[src/rtl/assert_macros.svh]
// ---------------------------------------------------------------------------
// assert_macros.svh
// concurrent assertion helpers used by sorted_route_table_unit
// ---------------------------------------------------------------------------
`ifndef ASSERT_MACROS_SVH
`define ASSERT_MACROS_SVH

`ifndef ASSERT_OFF

`define ASSERT_ALWAYS(lbl, clk, rst_n, prop) \
    lbl: assert property (@(posedge clk) disable iff (!rst_n) (prop)) \
        else $error("assertion failed");

`define ASSERT_IMPLY(lbl, clk, rst_n, ante, cons) \
    lbl: assert property (@(posedge clk) disable iff (!rst_n) (ante) |-> (cons)) \
        else $error("assertion failed");

`define ASSERT_NEXT(lbl, clk, rst_n, ante, cons) \
    lbl: assert property (@(posedge clk) disable iff (!rst_n) (ante) |=> (cons)) \
        else $error("assertion failed");

`else

`define ASSERT_ALWAYS(lbl, clk, rst_n, prop)
`define ASSERT_IMPLY(lbl, clk, rst_n, ante, cons)
`define ASSERT_NEXT(lbl, clk, rst_n, ante, cons)

`endif

`endif

[src/rtl/srt_pkg.sv]
// ---------------------------------------------------------------------------
// srt_pkg
// shared types and constants of the sorted route table
// ---------------------------------------------------------------------------
package srt_pkg;

    localparam int DATA_W = 8;
    localparam int CMD_W  = 3;

    localparam logic [CMD_W-1:0] CMD_CLEAR      = 3'd0;
    localparam logic [CMD_W-1:0] CMD_INSERT     = 3'd1;
    localparam logic [CMD_W-1:0] CMD_DELETE     = 3'd2;
    localparam logic [CMD_W-1:0] CMD_LOOKUP     = 3'd3;
    localparam logic [CMD_W-1:0] CMD_LOOKUP_VIA = 3'd4;

    typedef enum logic [1:0] {
        ST_IDLE,
        ST_EXEC,
        ST_INSERT
    } state_t;

    typedef enum logic [1:0] {
        ACT_HOLD,
        ACT_CLEAR,
        ACT_INSERT,
        ACT_REMOVE
    } cell_act_t;

    typedef struct packed {
        logic place;
        logic hit_origin;
        logic hit_route;
        logic dup_no_gain;
    } cell_flags_t;

endpackage

[src/rtl/srt_cell.sv]
// ---------------------------------------------------------------------------
// srt_cell
// one table cell: holds a route, compares it with the key, shifts with
// its neighbors
// ---------------------------------------------------------------------------
module srt_cell #(
    parameter int KEY_W = 8
) (
    input  logic                       clk,
    input  logic                       rst_n,
    input  srt_pkg::cell_act_t         act,
    input  logic [KEY_W-1:0]           key_origin,
    input  logic [srt_pkg::DATA_W-1:0] key_hops,
    input  logic [KEY_W-1:0]           key_via,
    input  logic                       prev_place,
    input  logic                       shift_up,
    input  logic                       prev_valid,
    input  logic [KEY_W-1:0]           prev_origin,
    input  logic [srt_pkg::DATA_W-1:0] prev_hops,
    input  logic [KEY_W-1:0]           prev_via,
    input  logic                       next_valid,
    input  logic [KEY_W-1:0]           next_origin,
    input  logic [srt_pkg::DATA_W-1:0] next_hops,
    input  logic [KEY_W-1:0]           next_via,
    output logic                       valid,
    output logic [KEY_W-1:0]           origin,
    output logic [srt_pkg::DATA_W-1:0] hops,
    output logic [KEY_W-1:0]           via,
    output srt_pkg::cell_flags_t       flags
);
    import srt_pkg::*;

    logic               valid_reg;
    logic               valid_next;
    logic [KEY_W-1:0]   origin_reg;
    logic [KEY_W-1:0]   origin_next;
    logic [DATA_W-1:0]  hops_reg;
    logic [DATA_W-1:0]  hops_next;
    logic [KEY_W-1:0]   via_reg;
    logic [KEY_W-1:0]   via_next;
    logic               place;
    logic               hit_origin;
    logic               hit_route;

    assign place      = !valid_reg || (origin_reg > key_origin) ||
                        ((origin_reg == key_origin) && (hops_reg > key_hops));
    assign hit_origin = valid_reg && (origin_reg == key_origin);
    assign hit_route  = hit_origin && (via_reg == key_via);

    assign flags.place       = place;
    assign flags.hit_origin  = hit_origin;
    assign flags.hit_route   = hit_route;
    assign flags.dup_no_gain = hit_route && (hops_reg <= key_hops);

    always_comb
    begin
        valid_next  = valid_reg;
        origin_next = origin_reg;
        hops_next   = hops_reg;
        via_next    = via_reg;
        case (act)
            ACT_CLEAR:
            begin
                valid_next = 1'b0;
            end
            ACT_INSERT:
            begin
                if (prev_place)
                begin
                    valid_next  = prev_valid;
                    origin_next = prev_origin;
                    hops_next   = prev_hops;
                    via_next    = prev_via;
                end
                else if (place)
                begin
                    valid_next  = 1'b1;
                    origin_next = key_origin;
                    hops_next   = key_hops;
                    via_next    = key_via;
                end
            end
            ACT_REMOVE:
            begin
                if (shift_up)
                begin
                    valid_next  = next_valid;
                    origin_next = next_origin;
                    hops_next   = next_hops;
                    via_next    = next_via;
                end
            end
            default:
            begin
            end
        endcase
    end

    always_ff @(posedge clk or negedge rst_n)
    begin
        if (!rst_n)
        begin
            valid_reg <= 1'b0;
        end
        else
        begin
            valid_reg <= valid_next;
        end
    end

    always_ff @(posedge clk)
    begin
        origin_reg <= origin_next;
        hops_reg   <= hops_next;
        via_reg    <= via_next;
    end

    assign valid  = valid_reg;
    assign origin = origin_reg;
    assign hops   = hops_reg;
    assign via    = via_reg;

endmodule

[src/rtl/srt_gather.sv]
// ---------------------------------------------------------------------------
// srt_gather
// prefix of a hit vector and readout of the first hit cell
// ---------------------------------------------------------------------------
module srt_gather #(
    parameter int DEPTH = 16,
    parameter int KEY_W = 8
) (
    input  logic [DEPTH-1:0]           hit,
    input  logic [srt_pkg::DATA_W-1:0] hops [DEPTH],
    input  logic [KEY_W-1:0]           via [DEPTH],
    output logic [DEPTH-1:0]           prefix,
    output logic                       any,
    output logic [srt_pkg::DATA_W-1:0] found_hops,
    output logic [KEY_W-1:0]           found_via
);
    import srt_pkg::*;

    localparam int TREE_N  = 1 << $clog2(DEPTH);
    localparam int ENTRY_W = DATA_W + KEY_W;

    logic [DEPTH-1:0]   pre;
    logic [DEPTH-1:0]   first;
    logic [ENTRY_W-1:0] tree [TREE_N];

    // log-step prefix or
    always_comb
    begin
        pre = hit;
        for (int k = 1; k < DEPTH; k = k * 2)
        begin
            pre = pre | (pre << k);
        end
    end

    assign first = hit & ~(pre << 1);

    // or tree over the one-hot selected entries
    always_comb
    begin
        for (int j = 0; j < TREE_N; j++)
        begin
            tree[j] = '0;
        end
        for (int j = 0; j < DEPTH; j++)
        begin
            tree[j] = first[j] ? {hops[j], via[j]} : '0;
        end
        for (int w = TREE_N / 2; w >= 1; w = w / 2)
        begin
            for (int j = 0; j < w; j++)
            begin
                tree[j] = tree[2*j] | tree[2*j+1];
            end
        end
    end

    assign prefix     = pre;
    assign any        = |hit;
    assign found_hops = tree[0][ENTRY_W-1:KEY_W];
    assign found_via  = tree[0][KEY_W-1:0];

endmodule

[src/rtl/sorted_route_table_unit.sv]
// ---------------------------------------------------------------------------
// sorted_route_table_unit
// route table kept packed and sorted by origin, then hop count
// ---------------------------------------------------------------------------
// Each item is a command (clear, insert, delete, lookup by origin, lookup by
// origin and next node) and gives exactly one result item. The table is a
// row of TABLE_DEPTH cells that all compare against the item's key at once
// and shift their routes to the neighbor cell, so one pass through the row
// does a whole insert or delete. An item is accepted in the idle state and
// then takes one pass through the cell row; no new item is accepted until
// its result is written. An insert that replaces a route of the same origin
// and next node with more hops does a removal pass, then an insertion pass.
// The pass that writes the result waits until the previous one is taken.
// ---------------------------------------------------------------------------
`include "assert_macros.svh"

module sorted_route_table_unit #(
    parameter int TABLE_DEPTH = 16,
    parameter int NODE_BITS   = 8
) (
    input  logic                       clk,
    input  logic                       rst_n,
    input  logic                       in_valid,
    output logic                       in_ready,
    input  logic [srt_pkg::CMD_W-1:0]  command,
    input  logic [srt_pkg::DATA_W-1:0] route_origin,
    input  logic [srt_pkg::DATA_W-1:0] route_hops,
    input  logic [srt_pkg::DATA_W-1:0] route_via,
    output logic                       out_valid,
    input  logic                       out_ready,
    output logic                       success,
    output logic [srt_pkg::DATA_W-1:0] found_hops,
    output logic [srt_pkg::DATA_W-1:0] found_via
);
    import srt_pkg::*;

    localparam int KEY_W = (NODE_BITS < DATA_W) ? NODE_BITS : DATA_W;

    state_t             state_reg;
    state_t             state_next;
    logic [CMD_W-1:0]   cmd_reg;
    logic [KEY_W-1:0]   key_origin_reg;
    logic [DATA_W-1:0]  key_hops_reg;
    logic [KEY_W-1:0]   key_via_reg;

    logic               out_valid_reg;
    logic               out_valid_next;
    logic               success_reg;
    logic               success_next;
    logic [DATA_W-1:0]  found_hops_reg;
    logic [DATA_W-1:0]  found_hops_next;
    logic [DATA_W-1:0]  found_via_reg;
    logic [DATA_W-1:0]  found_via_next;

    cell_act_t          act;
    logic               emit;
    logic               out_free;

    logic               valid_w  [TABLE_DEPTH];
    logic [KEY_W-1:0]   origin_w [TABLE_DEPTH];
    logic [DATA_W-1:0]  hops_w   [TABLE_DEPTH];
    logic [KEY_W-1:0]   via_w    [TABLE_DEPTH];
    cell_flags_t        flags_w  [TABLE_DEPTH];

    logic [TABLE_DEPTH-1:0] valid_vec;
    logic [TABLE_DEPTH-1:0] place_vec;
    logic [TABLE_DEPTH-1:0] origin_vec;
    logic [TABLE_DEPTH-1:0] route_vec;
    logic [TABLE_DEPTH-1:0] no_gain_vec;
    logic [TABLE_DEPTH-1:0] hit_vec;
    logic [TABLE_DEPTH-1:0] prefix_vec;

    logic               gather_any;
    logic [DATA_W-1:0]  gather_hops;
    logic [KEY_W-1:0]   gather_via;
    logic               place_any;
    logic               no_gain_any;

    assign in_ready = (state_reg == ST_IDLE);
    assign out_free = !out_valid_reg || out_ready;

    always_ff @(posedge clk)
    begin
        if (in_valid && in_ready)
        begin
            cmd_reg        <= command;
            key_origin_reg <= route_origin[KEY_W-1:0];
            key_hops_reg   <= route_hops;
            key_via_reg    <= route_via[KEY_W-1:0];
        end
    end

    // cell row
    for (genvar i = 0; i < TABLE_DEPTH; i++)
    begin : g_cell
        logic              prev_place;
        logic              prev_valid;
        logic [KEY_W-1:0]  prev_origin;
        logic [DATA_W-1:0] prev_hops;
        logic [KEY_W-1:0]  prev_via;
        logic              next_valid;
        logic [KEY_W-1:0]  next_origin;
        logic [DATA_W-1:0] next_hops;
        logic [KEY_W-1:0]  next_via;

        if (i == 0)
        begin : g_head
            assign prev_place  = 1'b0;
            assign prev_valid  = 1'b0;
            assign prev_origin = '0;
            assign prev_hops   = '0;
            assign prev_via    = '0;
        end
        else
        begin : g_body
            assign prev_place  = flags_w[i-1].place;
            assign prev_valid  = valid_w[i-1];
            assign prev_origin = origin_w[i-1];
            assign prev_hops   = hops_w[i-1];
            assign prev_via    = via_w[i-1];
        end

        if (i == TABLE_DEPTH - 1)
        begin : g_tail
            assign next_valid  = 1'b0;
            assign next_origin = '0;
            assign next_hops   = '0;
            assign next_via    = '0;
        end
        else
        begin : g_link
            assign next_valid  = valid_w[i+1];
            assign next_origin = origin_w[i+1];
            assign next_hops   = hops_w[i+1];
            assign next_via    = via_w[i+1];
        end

        srt_cell #(
            .KEY_W (KEY_W)
        ) u_cell (
            .clk         (clk),
            .rst_n       (rst_n),
            .act         (act),
            .key_origin  (key_origin_reg),
            .key_hops    (key_hops_reg),
            .key_via     (key_via_reg),
            .prev_place  (prev_place),
            .shift_up    (prefix_vec[i]),
            .prev_valid  (prev_valid),
            .prev_origin (prev_origin),
            .prev_hops   (prev_hops),
            .prev_via    (prev_via),
            .next_valid  (next_valid),
            .next_origin (next_origin),
            .next_hops   (next_hops),
            .next_via    (next_via),
            .valid       (valid_w[i]),
            .origin      (origin_w[i]),
            .hops        (hops_w[i]),
            .via         (via_w[i]),
            .flags       (flags_w[i])
        );

        assign valid_vec[i]   = valid_w[i];
        assign place_vec[i]   = flags_w[i].place;
        assign origin_vec[i]  = flags_w[i].hit_origin;
        assign route_vec[i]   = flags_w[i].hit_route;
        assign no_gain_vec[i] = flags_w[i].dup_no_gain;
    end

    assign hit_vec     = (cmd_reg == CMD_LOOKUP) ? origin_vec : route_vec;
    assign place_any   = |place_vec;
    assign no_gain_any = |no_gain_vec;

    srt_gather #(
        .DEPTH (TABLE_DEPTH),
        .KEY_W (KEY_W)
    ) u_gather (
        .hit        (hit_vec),
        .hops       (hops_w),
        .via        (via_w),
        .prefix     (prefix_vec),
        .any        (gather_any),
        .found_hops (gather_hops),
        .found_via  (gather_via)
    );

    // next state
    always_comb
    begin
        state_next = state_reg;
        case (state_reg)
            ST_IDLE:
            begin
                if (in_valid)
                begin
                    state_next = ST_EXEC;
                end
            end
            ST_EXEC:
            begin
                if (out_free)
                begin
                    if ((cmd_reg == CMD_INSERT) && gather_any && !no_gain_any)
                    begin
                        state_next = ST_INSERT;
                    end
                    else
                    begin
                        state_next = ST_IDLE;
                    end
                end
            end
            ST_INSERT:
            begin
                if (out_free)
                begin
                    state_next = ST_IDLE;
                end
            end
            default:
            begin
                state_next = ST_IDLE;
            end
        endcase
    end

    // outputs of the state machine
    always_comb
    begin
        act             = ACT_HOLD;
        emit            = 1'b0;
        success_next    = 1'b0;
        found_hops_next = '0;
        found_via_next  = '0;
        case (state_reg)
            ST_EXEC:
            begin
                if (out_free)
                begin
                    emit = 1'b1;
                    case (cmd_reg)
                        CMD_CLEAR:
                        begin
                            act          = ACT_CLEAR;
                            success_next = 1'b1;
                        end
                        CMD_INSERT:
                        begin
                            if (no_gain_any)
                            begin
                                act = ACT_HOLD;
                            end
                            else if (gather_any)
                            begin
                                act  = ACT_REMOVE;
                                emit = 1'b0;
                            end
                            else
                            begin
                                act          = ACT_INSERT;
                                success_next = place_any;
                            end
                        end
                        CMD_DELETE:
                        begin
                            act          = ACT_REMOVE;
                            success_next = gather_any;
                        end
                        CMD_LOOKUP, CMD_LOOKUP_VIA:
                        begin
                            success_next    = gather_any;
                            found_hops_next = gather_hops;
                            found_via_next  = DATA_W'(gather_via);
                        end
                        default:
                        begin
                        end
                    endcase
                end
            end
            ST_INSERT:
            begin
                if (out_free)
                begin
                    act          = ACT_INSERT;
                    emit         = 1'b1;
                    success_next = place_any;
                end
            end
            default:
            begin
            end
        endcase
    end

    assign out_valid_next = emit ? 1'b1 : (out_ready ? 1'b0 : out_valid_reg);

    always_ff @(posedge clk or negedge rst_n)
    begin
        if (!rst_n)
        begin
            state_reg     <= ST_IDLE;
            out_valid_reg <= 1'b0;
        end
        else
        begin
            state_reg     <= state_next;
            out_valid_reg <= out_valid_next;
        end
    end

    always_ff @(posedge clk)
    begin
        if (emit)
        begin
            success_reg    <= success_next;
            found_hops_reg <= found_hops_next;
            found_via_reg  <= found_via_next;
        end
    end

    assign out_valid  = out_valid_reg;
    assign success    = success_reg;
    assign found_hops = found_hops_reg;
    assign found_via  = found_via_reg;

    `ASSERT_NEXT(a_accept_exec, clk, rst_n, in_valid && in_ready, state_reg == ST_EXEC)
    `ASSERT_ALWAYS(a_packed, clk, rst_n, ((valid_vec + 1'b1) & valid_vec) == '0)
    `ASSERT_ALWAYS(a_route_unique, clk, rst_n, $countones(route_vec) <= 1)
    `ASSERT_IMPLY(a_miss_zero, clk, rst_n, out_valid_reg && !success_reg, found_hops_reg == '0 && found_via_reg == '0)

endmodule

[config.mk]
export PLATFORM = sky130hd
export DESIGN_NAME = sorted_route_table_unit
export DESIGN_NICKNAME = d
export VERILOG_FILES = /design/src/rtl/srt_pkg.sv /design/src/rtl/srt_cell.sv /design/src/rtl/srt_gather.sv /design/src/rtl/sorted_route_table_unit.sv
export VERILOG_INCLUDE_DIRS = /design/src /design/src/rtl
export SDC_FILE = /design/constraint.sdc
export NUM_CORES = 2
export LEC_CHECK = 0
export BUFFER_PORTS_ARGS = -buffer_cell sky130_fd_sc_hd__buf_2
export CAP_MARGIN = 10
export CORE_ASPECT_RATIO = 0.75
export CORE_MARGIN = 3
export CORE_UTILIZATION = 45
export CTS_BUF_LIST = sky130_fd_sc_hd__clkbuf_16
export CTS_CLUSTER_DIAMETER = 60
export CTS_CLUSTER_SIZE = 10
export DETAILED_ROUTE_END_ITERATION = 8
export PLACE_DENSITY = 0.6
export SLEW_MARGIN = 20
export SYNTH_ARGS = -nofsm -noshare
export SYNTH_HDL_FRONTEND = slang
export SYNTH_SLANG_ARGS = --single-unit
[constraint.sdc]
create_clock -name clk -period 5.55 [get_ports clk]
set_input_delay 0.555 -clock clk [delete_from_list [all_inputs] [get_ports clk]]
set_output_delay 0.555 -clock clk [all_outputs]
set_load 0.01 [all_outputs]
==> flow_metrics.py <==
metrics = {
    "run_status": {
        "outcome": "finished, final reports clean",
    },
    "clocking": {
        "cts_tree": "yes",
        "path_clk_slew_ns": 0.07,
        "clk_path_buf_depth": 3,
        "cts_made_buffers": 53,
        "clock_sinks": 447,
        "cts_max_level": 2,
        "cts_resized": 0,
        "cts-root-buf": "clkbuf_16",
        "clk_latency_ns": 0.64,
    },
    "floorplanning": {
        "num_rows": 83,
        "die_area_sq_mm": 0.0741,
        "die_h_um": 236,
        "die_w_um": 313,
        "start_util_pct": 46.0,
        "ios": 50,
        "core-area_sq_mm": 0.0693,
    },
    "layout": {
        "stdcell_area_sq_mm": 0.0355,
        "fillers": 6319,
        "fin_nets": 3608,
        "syn2layout_area_growth_pct": 11.5,
        "drive_gt1_share_pct": 10.3,
    },
    "synthesis": {
        "postSynthCellCount": 3261,
        "synthFlopType": "edfxtp_1",
        "async_reset_ff_share_pct": 4.25,
        "synth-edff-count": 428,
        "syn-num-nets": 3551,
        "yosys_warnings": 0,
        "netlist_area_sq_mm": 0.0319,
        "syn_area_per_cell_sq_um": 9.77,
        "ys_types": 82,
        "ys_seq_area_share_pct": 41.8,
        "ys_ff_latch": 447,
    },
    "critical_path": {
        "crit_path_start_kind": "register",
        "worstPathCellList": "inv_1 > buf_4 > buf_4 > ha_1 > a211o_1 > o211ai_1 > a31oi_1 > a21oi_1 > a2111oi_4 > nand4_2 > nor3_2 > a22oi_4 > buf_4 > a211oi_4 > buf_4",
        "critPathKind": "register to register",
        "slowest_delay_ns": 0.98,
        "endpoint_kind": "register",
        "slowest_stage": "a211oi_4",
        "crit_arrival_ns": 5.75,
        "reg2reg_setup_slack_ns": 0.10,
        "cp_common_cell": "buf_4",
        "worstPathRequired_ns": 5.85,
        "cp_max_fo": 13,
    },
    "placement": {
        "gp_congestion": 1.02,
        "dp_hpwl_mm": 92.1,
        "io_buffers": 49,
        "placedInstanceArea_sq_mm": 0.0340,
    },
    "run": {
        "maxCapViolations": 0,
    },
    "grt": {
        "antenna_found_initial": 1,
        "first_global_vias": 26400,
        "gr-total-overflow": 0,
        "track_usage_pct": 32.7,
        "grt_pass1_wl_mm": 181,
        "grt_max_degree": 98,
    },
    "timing": {
        "finalClockSkew_ns": 0.0333,
        "timing.fmax_ghz": 0.184,
        "rsz0062_at_grt": "no",
        "tns_ns": 0,
        "setup_viol": 0,
        "slew_viol_final": 0,
        "fin_crit_sh_pct": 98.2,
        "hold_viol": 0,
        "worst_slew_pin_slew_ns": 1.19,
        "fin_crit_ns": 5.45,
        "slew_headroom_pct": 20.2,
    },
    "detailed_routing": {
        "viasPerCell": 6.49,
        "ant_nets": 0,
        "drt_wl_total_mm": 124,
        "wl_per_cell_um": 28.9,
        "vias": 27800,
        "drc_errors": 0,
        "drtIter0Drc": 3783,
        "first_pass_iters": 9,
    },
    "pwr": {
        "p_switching_w": 0.00378,
        "powerDensity_mw_per_mm2": 304,
        "power_frac_comb_pct": 30.4,
        "power.leakage_nw": 12.7,
        "power.total_w": 0.0108,
        "p_clk_share_pct": 29.9,
        "pwr-share-seq_pct": 39.8,
        "ir_drop_mv": 0.233,
        "sw_frac_of_total_pct": 35.0,
        "p_int_w": 0.00701,
    },
    "worst_hold_path": {
        "hold_path_class": "primary input to register",
    },
}
## layout by cell type, fill, tap and decap left out, types with 94 or more instances in the layout
cell / netlist / routed
mux2i_1: 279 / 279
edfxtp_1: 428 / 428
xnor2_1: 96 / 96
o21ai_0: 334 / 332
buf_4: 9 / 152
ha_1: 259 / 259
nor2_1: 200 / 197
a21oi_1: 165 / 161
nand2_1: 470 / 470
inv_1: 76 / 94
## power groups by stage
stage	sequential [W]	combinational, W	clock [W]
2_1_floorplan	0.00427	0.00210	0
3_3_place_gp	0.00435	0.00310	0
3_5_place_dp	0.00435	0.00319	0
4_1_cts	0.00428	0.00320	0.00327
5_1_grt	0.00431	0.00352	0.00339
6_report	0.00429	0.00328	0.00322
## Yosys cell counts (all sizes together), types with 10 or more instances
library cell  instances  share of area [%]
nor3                 29               0.47
nand2b               14               0.27
inv                  76               0.90
nor4                 14               0.27
nor2                200                2.4
nand3                25               0.39
buf                  87                2.1
o211ai               21               0.49
a221oi               40                1.1
o21a                 21               0.49
a22oi                39               0.96
dfrtp                19                1.5
a21o                 37               0.87
mux2                 10               0.37
ha                  259                 10
a31oi                36               0.71
mux2i               279                8.8
edfxtp              428                 40
and3                 26               0.51
o21ai               402                6.3
o22ai                13               0.26
nand2               470                5.5
and4                 10               0.27
a211oi               22               0.52
clkbuf              135                1.6
xor2                 32               0.88
a221o                26               0.82
a21oi               166                2.6
nor2b                30               0.59
xnor2                96                2.6
nand4                73                1.5
## layout make-up
| class | count | area (sq um) | area share [%] |
|---|---|---|---|
| clock buffers | 53 | 1330 | 3.73 |
| flip-flops and latches | 447 | 13300 | 37.5 |
| diodes | 3 | 7.51 | 0.0211 |
| inverters | 76 | 285 | 0.803 |
| repair buffers | 224 | 1840 | 5.17 |
| clock inverters | 27 | 171 | 0.482 |
| well taps | 935 | 1170 | 3.29 |
| multi-input cells | 2516 | 17400 | 49.0 |
## layer usage
metal | part of all wire [%] | routed length, um | GRT usage (%) | up-vias
met4 | 3.9 | 4830 | 12.1 | 0
met5 | 0 | 0 | 0 | -
met3 | 12 | 14600 | 8.55 | 263
met1 | 44 | 54400 | 48.5 | 13600
li1 | - | - | - | 12300
met2 | 40 | 50100 | 45.5 | 1669
## per-stage QoR
stage / utilization [%] / hold WS (ns) / std cells / setup WS, ns
floorplan: - / 0.259 / 3261 / 0.0162
global placement: 49.1 / 0.486 / 4197 / 0.377
detailed placement: 49.1 / 0.517 / 4197 / 0.345
CTS: 51.3 / 0.0682 / 4278 / 0.340
global route: 51.3 / 0.0828 / 4279 / 0.0275
finish: 51.3 / 0.0834 / 4281 / 0.102
## worst max-delay path: cells and delay by family, from the launching register on
kind	cells	cell delay, ns
DFF	1	0.38
AOI/OAI and AO/OA	7	2.44
buffers and inverters	5	1.44
adders and majority gates	1	0.16
and+or+nand+nor	2	0.66
## repair_timing
action,CTS,global route
endpoints found under the setup margin,0,0
buffers inserted,0,0
endpoints found under the hold margin,19,0
hold buffers,1,0
## path summary, 6_finish.rpt
check	from	to	cells past startpoint
max in group asynchronous	rst_n	g_cell[8].u_cell.valid	2
worst min-delay path	route_via[1]	key_via_reg[1]	1
min in group asynchronous	rst_n	g_cell[0].u_cell.valid	2
worst min register to register	state_reg[1]	state_reg[1]	2
worst max register to register	key_hops_reg[4]	g_cell[14].u_cell.hops[4]	15
worst max-delay path	key_hops_reg[4]	g_cell[14].u_cell.hops[4]	15
## kinds of logic (layout without fill, tap and decap cells)
family,Yosys count,after routing,synth area share (%)
simple gates,939,939,13.3
compound gates,901,901,17.5
flops,447,447,41.8
buf+inv,298,380,4.62
mux,289,289,9.13
fa+ha+maj,259,259,10.2
xor+xnor,128,128,3.52
other cells,0,3,0
No activity file was read; power rests on OpenSTA's default activity.
